===== config.mk =====
export PLATFORM = sky130hd
export DESIGN_NAME = rtp_fu_refragmenter
export DESIGN_NICKNAME = d
export VERILOG_FILES = /design/src/rtpfr_pkg.sv /design/src/rtp_fu_refragmenter.sv /design/src/rtpfr_divider.sv
export VERILOG_INCLUDE_DIRS = /design/src /design/src/src
export SDC_FILE = /design/constraint.sdc
export NUM_CORES = 1
export LEC_CHECK = 0
export BUFFER_PORTS_ARGS = -buffer_cell sky130_fd_sc_hd__buf_4
export CAP_MARGIN = 10
export CORE_MARGIN = 3
export CORE_UTILIZATION = 29
export DETAILED_ROUTE_END_ITERATION = 8
export PLACE_DENSITY = 0.52
export REMOVE_ABC_BUFFERS = 1
export SYNTH_ARGS = -nofsm -noshare
export SYNTH_HDL_FRONTEND = slang
export SYNTH_SLANG_ARGS = --single-unit

===== constraint.sdc =====
create_clock -name clk -period 15.8 [get_ports clk]
set_clock_uncertainty 0.15 [all_clocks]
set_input_delay 2.37 -clock clk [delete_from_list [all_inputs] [get_ports clk]]
set_output_delay 2.37 -clock clk [all_outputs]
set_load 0.01 [all_outputs]

===== src/rtp_fu_refragmenter_defines.svh =====
// assertion macros for the rtp fu refragmenter
// expect a clock named clk and an active-low reset named rst_n in scope
`ifndef RTP_FU_REFRAGMENTER_DEFINES_SVH
`define RTP_FU_REFRAGMENTER_DEFINES_SVH

// property checked every clock outside reset
`define RTPFR_ASSERT(lbl, prop, msg) \
  lbl: assert property (@(posedge clk) disable iff (!rst_n) (prop)) else $error(msg);

// condition in one cycle implies a consequence in the next
`define RTPFR_ASSERT_NEXT(lbl, cond, conseq, msg) \
  lbl: assert property (@(posedge clk) disable iff (!rst_n) (cond) |=> (conseq)) else $error(msg);

`endif


===== src/rtpfr_pkg.sv =====
// shared widths, codes and interface types for the rtp fu refragmenter
// no dependencies
`timescale 1ns / 1ps

package rtpfr_pkg;

  localparam int LEN_W     = 13;
  localparam int HDR_W     = 6;
  localparam int PT_W      = 7;
  localparam int SEQ_W     = 16;
  localparam int START_W   = 12;
  localparam int PART_W    = 2;
  localparam int CFG_IDX_W = 2;
  localparam int DIV_W     = 13;
  localparam int SLICE_W   = 14;
  localparam int K_W       = 5;

  localparam int MAX_RESULTS          = 32;
  localparam int MAX_PACKET_BYTES_DEF = 4096;

  localparam logic [LEN_W-1:0] BLOCK_FLOOR    = 13'd200;
  localparam logic [LEN_W-1:0] BLOCK_SIZE_RST = 13'd1400;
  localparam logic [PT_W-1:0]  H264_PT_RST    = 7'd96;

  // configuration register indexes
  localparam logic [CFG_IDX_W-1:0] REG_BLOCK_SIZE = 2'd0;
  localparam logic [CFG_IDX_W-1:0] REG_H264_PT    = 2'd1;

  // fu part codes
  localparam logic [PART_W-1:0] FU_HEAD     = 2'd0;
  localparam logic [PART_W-1:0] FU_MID      = 2'd1;
  localparam logic [PART_W-1:0] FU_END      = 2'd2;
  localparam logic [PART_W-1:0] FU_RESERVED = 2'd3;

  typedef struct packed {
    logic             start;
    logic [DIV_W-1:0] dividend;
    logic [DIV_W-1:0] divisor;
  } div_ctrl_t;

  typedef struct packed {
    logic             busy;
    logic             done;
    logic [DIV_W-1:0] quotient;
  } div_stat_t;

endpackage


===== src/rtp_fu_refragmenter.sv =====
// top level: request decode, fragment sequencer and output register
// depends on rtpfr_pkg, rtpfr_divider and rtp_fu_refragmenter_defines.svh
`timescale 1ns / 1ps
`include "rtp_fu_refragmenter_defines.svh"

// Takes one packet descriptor per request and emits datagram descriptors.
// A packet that fits block_size goes out as one whole descriptor, through the
// check state and then the output register. An oversized H.264 FU packet is
// cut into N slices: a decode step, then two divisions (parts, then slice
// size) on a single shared restoring divider at one quotient bit per cycle,
// then one fragment per cycle while the output is not stalled, with N at most
// 32. Empty, too long or non-fragmentable packets are dropped in the check
// state and give nothing. in_stall is high from the cycle after a request is
// taken until its last fragment has been loaded into the output register or
// it is dropped. Every datagram takes the next sequence number; configuration
// writes are always taken (cfg_ready is high).
module rtp_fu_refragmenter #(
  parameter int MAX_PACKET_BYTES = rtpfr_pkg::MAX_PACKET_BYTES_DEF
) (
  input  logic                                clk,
  input  logic                                rst_n,

  input  logic                                in_valid,
  output logic                                in_stall,
  input  logic [rtpfr_pkg::LEN_W-1:0]         in_packet_length,
  input  logic [rtpfr_pkg::HDR_W-1:0]         in_header_length,
  input  logic [rtpfr_pkg::LEN_W-1:0]         in_payload_length,
  input  logic [rtpfr_pkg::PT_W-1:0]          in_payload_type,
  input  logic                                in_is_fu_unit,
  input  logic [rtpfr_pkg::PART_W-1:0]        in_source_fu_part,

  output logic                                out_valid,
  input  logic                                out_stall,
  output logic [rtpfr_pkg::START_W-1:0]       out_slice_start,
  output logic [rtpfr_pkg::LEN_W-1:0]         out_slice_length,
  output logic [rtpfr_pkg::SEQ_W-1:0]         out_sequence_number,
  output logic [rtpfr_pkg::PART_W-1:0]        out_fu_part_out,
  output logic                                out_whole_packet,
  output logic                                out_last,

  input  logic                                cfg_valid,
  output logic                                cfg_ready,
  input  logic [rtpfr_pkg::CFG_IDX_W-1:0]     cfg_index,
  input  logic [rtpfr_pkg::LEN_W-1:0]         cfg_data
);

  localparam int LW  = rtpfr_pkg::LEN_W;
  localparam int HW  = rtpfr_pkg::HDR_W;
  localparam int SW  = rtpfr_pkg::SLICE_W;
  localparam int KW  = rtpfr_pkg::K_W;
  localparam int STW = rtpfr_pkg::START_W;

  localparam logic [LW-1:0] MaxLen = LW'(MAX_PACKET_BYTES);
  localparam logic [KW-1:0] KLast  = KW'(rtpfr_pkg::MAX_RESULTS - 1);

  localparam logic [2:0] S_IDLE  = 3'd0;
  localparam logic [2:0] S_CHECK = 3'd1;
  localparam logic [2:0] S_DIV1  = 3'd2;
  localparam logic [2:0] S_DIV2  = 3'd3;
  localparam logic [2:0] S_FIRST = 3'd4;
  localparam logic [2:0] S_LOOP  = 3'd5;

  logic [2:0]                       state_r, state_nxt;
  logic [LW-1:0]                    bs_r;
  logic [rtpfr_pkg::PT_W-1:0]       pt_r;
  logic [rtpfr_pkg::SEQ_W-1:0]      seq_r, seq_nxt;

  logic [LW-1:0]                    plen_r, dlen_r;
  logic [HW-1:0]                    hlen_r;
  logic [rtpfr_pkg::PT_W-1:0]       ptype_r;
  logic                             fu_r;
  logic [rtpfr_pkg::PART_W-1:0]     src_r;
  logic [SW-1:0]                    slice_r, slice_nxt;
  logic [SW-1:0]                    off_r, off_nxt;
  logic [KW-1:0]                    k_r, k_nxt;

  logic                             out_valid_r, out_valid_nxt;
  logic [STW-1:0]                   out_start_r;
  logic [LW-1:0]                    out_len_r;
  logic [rtpfr_pkg::SEQ_W-1:0]      out_seq_r;
  logic [rtpfr_pkg::PART_W-1:0]     out_part_r;
  logic                             out_whole_r, out_last_r;

  logic                             emit;
  logic [STW-1:0]                   e_start;
  logic [LW-1:0]                    e_len;
  logic [rtpfr_pkg::PART_W-1:0]     e_part;
  logic                             e_whole, e_last;

  rtpfr_pkg::div_ctrl_t             div_ctrl;
  rtpfr_pkg::div_stat_t             div_stat;

  logic                             in_take, slot_free;
  logic [LW-1:0]                    hdr13, hd_len, first_len, rem_len, loop_len;
  logic                             first_last, loop_final;
  logic [SW:0]                      end_sum;
  logic [SW-1:0]                    q_plus1;

  assign in_stall  = state_r != S_IDLE;
  assign in_take   = in_valid && !in_stall;
  assign cfg_ready = 1'b1;
  assign slot_free = !out_valid_r || !out_stall;

  // configuration registers
  always_ff @(posedge clk) begin
    if (!rst_n) begin
      bs_r <= rtpfr_pkg::BLOCK_SIZE_RST;
      pt_r <= rtpfr_pkg::H264_PT_RST;
    end else if (cfg_valid && cfg_ready) begin
      case (cfg_index)
        rtpfr_pkg::REG_BLOCK_SIZE: begin
          bs_r <= (cfg_data < rtpfr_pkg::BLOCK_FLOOR) ? rtpfr_pkg::BLOCK_FLOOR : cfg_data;
        end
        rtpfr_pkg::REG_H264_PT: begin
          pt_r <= cfg_data[rtpfr_pkg::PT_W-1:0];
        end
        default: begin
        end
      endcase
    end
  end

  assign hdr13      = {{(LW-HW){1'b0}}, hlen_r};
  assign hd_len     = (plen_r > hdr13) ? (plen_r - hdr13) : '0;
  assign first_last = off_r >= {1'b0, plen_r};
  assign first_len  = ({1'b0, hd_len} > slice_r) ? slice_r[LW-1:0] : hd_len;
  assign rem_len    = plen_r - off_r[LW-1:0];
  assign end_sum    = {1'b0, off_r} + {1'b0, slice_r};
  assign loop_final = end_sum >= {2'b00, plen_r};
  assign loop_len   = ({1'b0, rem_len} > slice_r) ? slice_r[LW-1:0] : rem_len;
  assign q_plus1    = {1'b0, div_stat.quotient} + {{(SW-1){1'b0}}, 1'b1};

  always_comb begin
    state_nxt         = state_r;
    slice_nxt         = slice_r;
    off_nxt           = off_r;
    k_nxt             = k_r;
    emit              = 1'b0;
    e_start           = '0;
    e_len             = '0;
    e_part            = rtpfr_pkg::FU_HEAD;
    e_whole           = 1'b0;
    e_last            = 1'b0;
    div_ctrl.start    = 1'b0;
    div_ctrl.dividend = dlen_r;
    div_ctrl.divisor  = bs_r - hdr13;
    case (state_r)
      S_IDLE: begin
        if (in_take) begin
          state_nxt = S_CHECK;
        end
      end
      S_CHECK: begin
        if (plen_r == '0 || plen_r > MaxLen) begin
          state_nxt = S_IDLE;
        end else if (plen_r <= bs_r) begin
          if (slot_free) begin
            emit      = 1'b1;
            e_start   = {{(STW-HW){1'b0}}, hlen_r};
            e_len     = hd_len;
            e_part    = fu_r ? src_r : rtpfr_pkg::FU_HEAD;
            e_whole   = 1'b1;
            e_last    = 1'b1;
            state_nxt = S_IDLE;
          end
        end else if (ptype_r != pt_r || !fu_r || hdr13 >= bs_r) begin
          state_nxt = S_IDLE;
        end else begin
          div_ctrl.start = 1'b1;
          state_nxt      = S_DIV1;
        end
      end
      S_DIV1: begin
        // parts = quotient + 1 becomes the divisor of the second pass
        div_ctrl.divisor = q_plus1[LW-1:0];
        if (div_stat.done) begin
          div_ctrl.start = 1'b1;
          state_nxt      = S_DIV2;
        end
      end
      S_DIV2: begin
        if (div_stat.done) begin
          slice_nxt = q_plus1;
          off_nxt   = q_plus1 + {{(SW-HW){1'b0}}, hlen_r};
          state_nxt = S_FIRST;
        end
      end
      S_FIRST: begin
        if (slot_free) begin
          emit    = 1'b1;
          e_start = {{(STW-HW){1'b0}}, hlen_r};
          e_len   = first_len;
          e_last  = first_last;
          if (src_r == rtpfr_pkg::FU_HEAD) begin
            e_part = rtpfr_pkg::FU_HEAD;
          end else if (first_last && src_r == rtpfr_pkg::FU_END) begin
            e_part = rtpfr_pkg::FU_END;
          end else begin
            e_part = rtpfr_pkg::FU_MID;
          end
          k_nxt     = {{(KW-1){1'b0}}, 1'b1};
          state_nxt = first_last ? S_IDLE : S_LOOP;
        end
      end
      S_LOOP: begin
        if (slot_free) begin
          emit    = 1'b1;
          e_start = off_r[STW-1:0];
          e_len   = loop_len;
          e_part  = (loop_final && src_r == rtpfr_pkg::FU_END) ?
                    rtpfr_pkg::FU_END : rtpfr_pkg::FU_MID;
          // cap the fragment count, the last allowed one closes the packet
          e_last  = loop_final || k_r == KLast;
          off_nxt = off_r + {1'b0, loop_len};
          k_nxt   = k_r + 1'b1;
          if (e_last) begin
            state_nxt = S_IDLE;
          end
        end
      end
      default: begin
        state_nxt = S_IDLE;
      end
    endcase
  end

  assign seq_nxt       = emit ? (seq_r + 1'b1) : seq_r;
  assign out_valid_nxt = emit ? 1'b1 : (out_stall ? out_valid_r : 1'b0);

  always_ff @(posedge clk) begin
    if (!rst_n) begin
      state_r     <= S_IDLE;
      seq_r       <= '0;
      out_valid_r <= 1'b0;
    end else begin
      state_r     <= state_nxt;
      seq_r       <= seq_nxt;
      out_valid_r <= out_valid_nxt;
    end
  end

  // request capture and fragment bookkeeping
  always_ff @(posedge clk) begin
    if (in_take) begin
      plen_r  <= in_packet_length;
      hlen_r  <= in_header_length;
      dlen_r  <= in_payload_length;
      ptype_r <= in_payload_type;
      fu_r    <= in_is_fu_unit;
      src_r   <= (in_source_fu_part == rtpfr_pkg::FU_RESERVED) ?
                 rtpfr_pkg::FU_MID : in_source_fu_part;
    end
    slice_r <= slice_nxt;
    off_r   <= off_nxt;
    k_r     <= k_nxt;
    if (emit) begin
      out_start_r <= e_start;
      out_len_r   <= e_len;
      out_seq_r   <= seq_r + 1'b1;
      out_part_r  <= e_part;
      out_whole_r <= e_whole;
      out_last_r  <= e_last;
    end
  end

  rtpfr_divider u_div (
    .clk   (clk),
    .rst_n (rst_n),
    .ctrl  (div_ctrl),
    .stat  (div_stat)
  );

  assign out_valid           = out_valid_r;
  assign out_slice_start     = out_start_r;
  assign out_slice_length    = out_len_r;
  assign out_sequence_number = out_seq_r;
  assign out_fu_part_out     = out_part_r;
  assign out_whole_packet    = out_whole_r;
  assign out_last            = out_last_r;

  `RTPFR_ASSERT_NEXT(a_seq_step, emit, out_sequence_number == $past(seq_r) + 16'd1, "sequence skipped")
  `RTPFR_ASSERT(a_div_start_state, div_ctrl.start |-> (state_r == S_CHECK || state_r == S_DIV1), "stray divide")
  `RTPFR_ASSERT(a_loop_in_packet, (state_r == S_LOOP) |-> (!first_last && k_r != '0), "loop past packet end")
  `RTPFR_ASSERT(a_emit_slot, emit |-> slot_free, "fragment overwrote pending output")

endmodule


===== src/rtpfr_divider.sv =====
// serial restoring divider, one quotient bit per clock
// depends on rtpfr_pkg and rtp_fu_refragmenter_defines.svh
`timescale 1ns / 1ps
`include "rtp_fu_refragmenter_defines.svh"

module rtpfr_divider (
  input  logic                  clk,
  input  logic                  rst_n,
  input  rtpfr_pkg::div_ctrl_t  ctrl,
  output rtpfr_pkg::div_stat_t  stat
);

  localparam int W   = rtpfr_pkg::DIV_W;
  localparam int CNT_W = $clog2(W);

  logic [CNT_W-1:0] cnt_r, cnt_nxt;
  logic             busy_r, busy_nxt;
  logic             done_r, done_nxt;
  logic [W:0]       rem_r, rem_nxt;
  logic [W-1:0]     quo_r, quo_nxt;
  logic [W-1:0]     dvs_r, dvs_nxt;

  logic [W:0] trial;
  logic       fits;

  assign trial = {rem_r[W-1:0], quo_r[W-1]};
  assign fits  = trial >= {1'b0, dvs_r};

  always_comb begin
    cnt_nxt  = cnt_r;
    busy_nxt = busy_r;
    done_nxt = 1'b0;
    rem_nxt  = rem_r;
    quo_nxt  = quo_r;
    dvs_nxt  = dvs_r;
    if (ctrl.start) begin
      busy_nxt = 1'b1;
      cnt_nxt  = CNT_W'(W - 1);
      rem_nxt  = '0;
      quo_nxt  = ctrl.dividend;
      dvs_nxt  = ctrl.divisor;
    end else if (busy_r) begin
      // dividend bits shift out of the top while quotient bits enter below
      rem_nxt = fits ? (trial - {1'b0, dvs_r}) : trial;
      quo_nxt = {quo_r[W-2:0], fits};
      if (cnt_r == '0) begin
        busy_nxt = 1'b0;
        done_nxt = 1'b1;
      end else begin
        cnt_nxt = cnt_r - 1'b1;
      end
    end
  end

  always_ff @(posedge clk) begin
    if (!rst_n) begin
      busy_r <= 1'b0;
      done_r <= 1'b0;
      cnt_r  <= '0;
    end else begin
      busy_r <= busy_nxt;
      done_r <= done_nxt;
      cnt_r  <= cnt_nxt;
    end
  end

  always_ff @(posedge clk) begin
    rem_r <= rem_nxt;
    quo_r <= quo_nxt;
    dvs_r <= dvs_nxt;
  end

  assign stat.busy     = busy_r;
  assign stat.done     = done_r;
  assign stat.quotient = quo_r;

  `RTPFR_ASSERT(a_start_when_free, ctrl.start |-> !busy_r, "divider started while busy")
  `RTPFR_ASSERT_NEXT(a_done_pulse, done_r, !done_r, "done held for more than one cycle")
  `RTPFR_ASSERT(a_divisor_nonzero, busy_r |-> (dvs_r != '0), "division by zero in progress")

endmodule


==> flow_summary.yaml <==
run_status:
  run_status: "finished, final reports clean"
yosys:
  synth.mux.area_fraction: 0.0322
  post_synth_xor_area_fraction: 0.0755
  synth_cells: 1375
  netlist.top_cell.by_area: "edfxtp_1"
  synth_edf_count: 146
  dominant_combinational_cell_family_by_area_after_synthesis: "simple AND/OR/NAND/NOR gates"
  synth-async-reset-ratio: 0
  synth.cell_area_um2: 13700
  netlist.area_leader.share: 0.320
  ys_types: 77
  ys_dominant_reg_cell: "edfxtp_1"
  synth-compound-area-share: 0.147
  synth.top_cells.by_area: "edfxtp_1 32%, ha_1 13%, dfxtp_1 8.6%"
  synth_seq_area_share: 0.407
  synth_fa_ha_area_frac: 0.141
  yosysWarningCount: 0
  yosys.area_share.simple: 0.156
  yosys_register_bits: 205
  synthesis.area_per_instance_um2: 9.96
cells_and_area:
  nFillCells: 4670
  layout-area-overhead-vs-synth_pct: 16.4
  most-common-layout-cells: "146 x edfxtp_1, 143 x ha_1, 115 x buf_4"
  layout.nets: 1693
  antenna-diode-count: 0
  layout_commonest_cell: "edfxtp_1"
  layout-drive-gt1-share: 0.131
  seqCellArea_um2: 5570
  area_of_combinational_cells_with_multiple_inputs_um2: 7560
global_route:
  antenna_found_initial: 0
  first_global_vias: 10500
  wire_length_of_the_first_global_routing_pass_mm: 61.4
  grtUsageTotal: 0.157
  largest_net_degree_at_the_start_of_global_routing: 48
  grt.overflow.total: 0
power:
  power_switching_share: 0.298
  comb_power_share: 0.204
  p_leak_uw: 0.00658
  powerDensity_nw_per_um2: 91.9
  vdd_drop_max_uv: 78.8
  intPower_uw: 1030
  p_seq_frac: 0.421
  power.share.clock: 0.374
  switching_power_uw: 436
placement:
  place.port_buffers: 108
  dp.final_hpwl_mm: 31.6
  gpl.final_weighted_congestion: 0.939
worst_setup_path:
  crit_fanout: 23
  required_ps: 15960
  end_kind: "register"
  cpLargestDelayFamily: "compound AO/OA/AOI/OAI gates"
  cp.depth: 27
  startpoint_type: "register"
  wp_data_arrival_ps: 6830
  path_buf_inv: 3
  timing.reg2reg.worst_path_depth: 27
  critPathKind: "register to register"
  slowest_stage: "edfxtp_1"
  cpPeakStageDelay_ps: 420
cts:
  cts.hold.buffers_added: 0
  postCtsSetupRepairBufs: 0
  clk_transition_reported_paths_ps: 60
  tritoncts_clock_tree: "built"
  cts-htree-levels: 1
  worst_skew_pair.late_latency_ps: 580
  clk_root_buffer_cell: "clkbuf_16"
  cts_max_path_buffers: 3
  cts_buffers: 26
  post_cts_resize_count: 0
  num_clock_sinks: 205
sta:
  finalCritPeriodShare: 0.422
  final_setup_tns_ps: 0
  rsz0062_at_grt: "false"
  finalCriticalPeriod_ps: 6670
  final_hold_viol_count: 0
  timing_max_transition_violations_final: 0
  post_route_worst_hold_slack_ps: 320
  slew_headroom: 0.321
  fmax_ghz: 0.150
  worstMarginPinSlew_ps: 1020
  finalSetupViolCount: 0
routing:
  drtPass1Iterations: 5
  avgRoutedWirePerCell_um: 19.1
  routed-via-count: 10500
  route.detailed.drc: 0
  totalWireLength_mm: 40.0
  detailedRoute.firstIterationViolations: 743
  viasPerCell: 5.01
  drt.antenna.violating_nets: 0
die:
  fp-row-count: 78
  die_h_um: 223
  ios: 110
  horizontal_die_dimension_um: 223
  initial_utilization: 0.298
  core_region_area_um2: 46000
  fp.dieArea_um2: 49800
hold_path:
  timing.hold.worst.class: "register to register"
  whs_path_depth: 2
run:
  drv_cap: 0
==> synthesized netlist by cell type (13+ instances only) <==
cell type,count
nor2_1,104
o21ai_0,47
and3_1,17
nand3_1,27
nor2b_1,31
nand2b_1,16
a211oi_1,16
xor2_1,31
ha_1,143
nand2_1,104
a21o_1,25
nand4_1,19
xnor2_1,87
clkbuf_1,27
edfxtp_1,146
dfxtp_1,59
mux2_2,16
a221o_1,13
mux2i_1,26
a21oi_1,73
inv_1,106
and2_1,24
nor3_1,32
==> layer usage <==
layer | part of all wire | up-vias | track usage
li1 | - | 5180 | -
met1 | 0.46 | 4978 | 0.215
met2 | 0.44 | 293 | 0.249
met3 | 0.063 | 73 | 0.0295
met4 | 0.034 | 0 | 0.0546
met5 | 0 | - | 0
==> worst register-to-register path: stages (launching register included) <==
cell and delay [ps]:
edfxtp_1 420, inv_1 130, ha_1 240, fa_1 410, nor2b_1 170, o31ai_1 120, a21oi_1 270, a41oi_1 210
nor2b_1 180, xnor2_1 260, ha_1 310, a21o_1 190, a211o_1 330, nor2b_1 160, nor4_2 70, o41ai_4 60
buf_4 290, mux2i_1 370, inv_1 90, ha_1 270, a21o_1 190, a21oi_1 230, nand3b_1 180, a31oi_1 210
a221o_1 380, o41ai_2 230, xnor2_1 110, o21a_1 170
==> sequential cells by signal (all words and copies together) (netlist names), 2 cells and up <==
signal and flops:
state_r 3, out_fu_part_out 2, k_r 5, u_div.quo_r 13, hlen_r 6, seq_r 16
u_div.dvs_r 13, dlen_r 13, src_r 2, out_slice_length 13, off_r 14, out_sequence_number 16
out_slice_start 12, slice_r 14, u_div.rem_r 13, ptype_r 7, plen_r 13, bs_r 13
u_div.cnt_r 4, pt_r 7
==> through the flow <==
| step | util | setup WS (ps) | std cells | area, um2 | power (uW) |
|---|---|---|---|---|---|
| floorplan | - | 9860 | 1338 | 13500 | 824 |
| global placement | 0.330 | 9350 | 2053 | 15100 | 920 |
| detailed placement | 0.330 | 9250 | 2053 | 15100 | 922 |
| CTS | 0.347 | 9170 | 2101 | 15900 | 1480 |
| global route | 0.347 | 8710 | 2101 | 15900 | 1540 |
| finish | 0.347 | 9130 | 2101 | 15900 | 1460 |
==> worst paths after layout <==
path | from | to | slack, ps
worst min register to register | u_div.rem_r[12] | u_div.rem_r[12] | 320
worst max register to register | plen_r[0] | off_r[13] | 9130
worst max-delay path | plen_r[0] | off_r[13] | 9130
worst min-delay path | u_div.rem_r[12] | u_div.rem_r[12] | 320
==> layout make-up <==
class,count,area share
clock buffers,34,0.0427
clock inverters,14,0.00644
inverters,108,0.0254
multi-input cells,1025,0.475
flip-flops and latches,205,0.349
well taps,600,0.0471
repair buffers,115,0.0542
==> logic make-up (layout without fill, tap and decap cells) <==
family | after synthesis | after routing
simple gates | 426 | 426
compound gates | 288 | 288
flops | 205 | 205
fa+ha+maj | 150 | 150
buf+inv | 145 | 271
xor+xnor | 118 | 118
mux | 42 | 42
other cells | 1 | 1
==> power groups by stage <==
| stage | clock network [uW] | registers (uW) | logic, uW |
|---|---|---|---|
| finish | 548 | 617 | 299 |
| global route | 591 | 619 | 331 |
| CTS | 567 | 617 | 298 |
| detailed placement | 0 | 628 | 295 |
| global placement | 0 | 628 | 293 |
| floorplan | 0 | 620 | 204 |
Note: power is estimated with default switching activity, not from simulation.
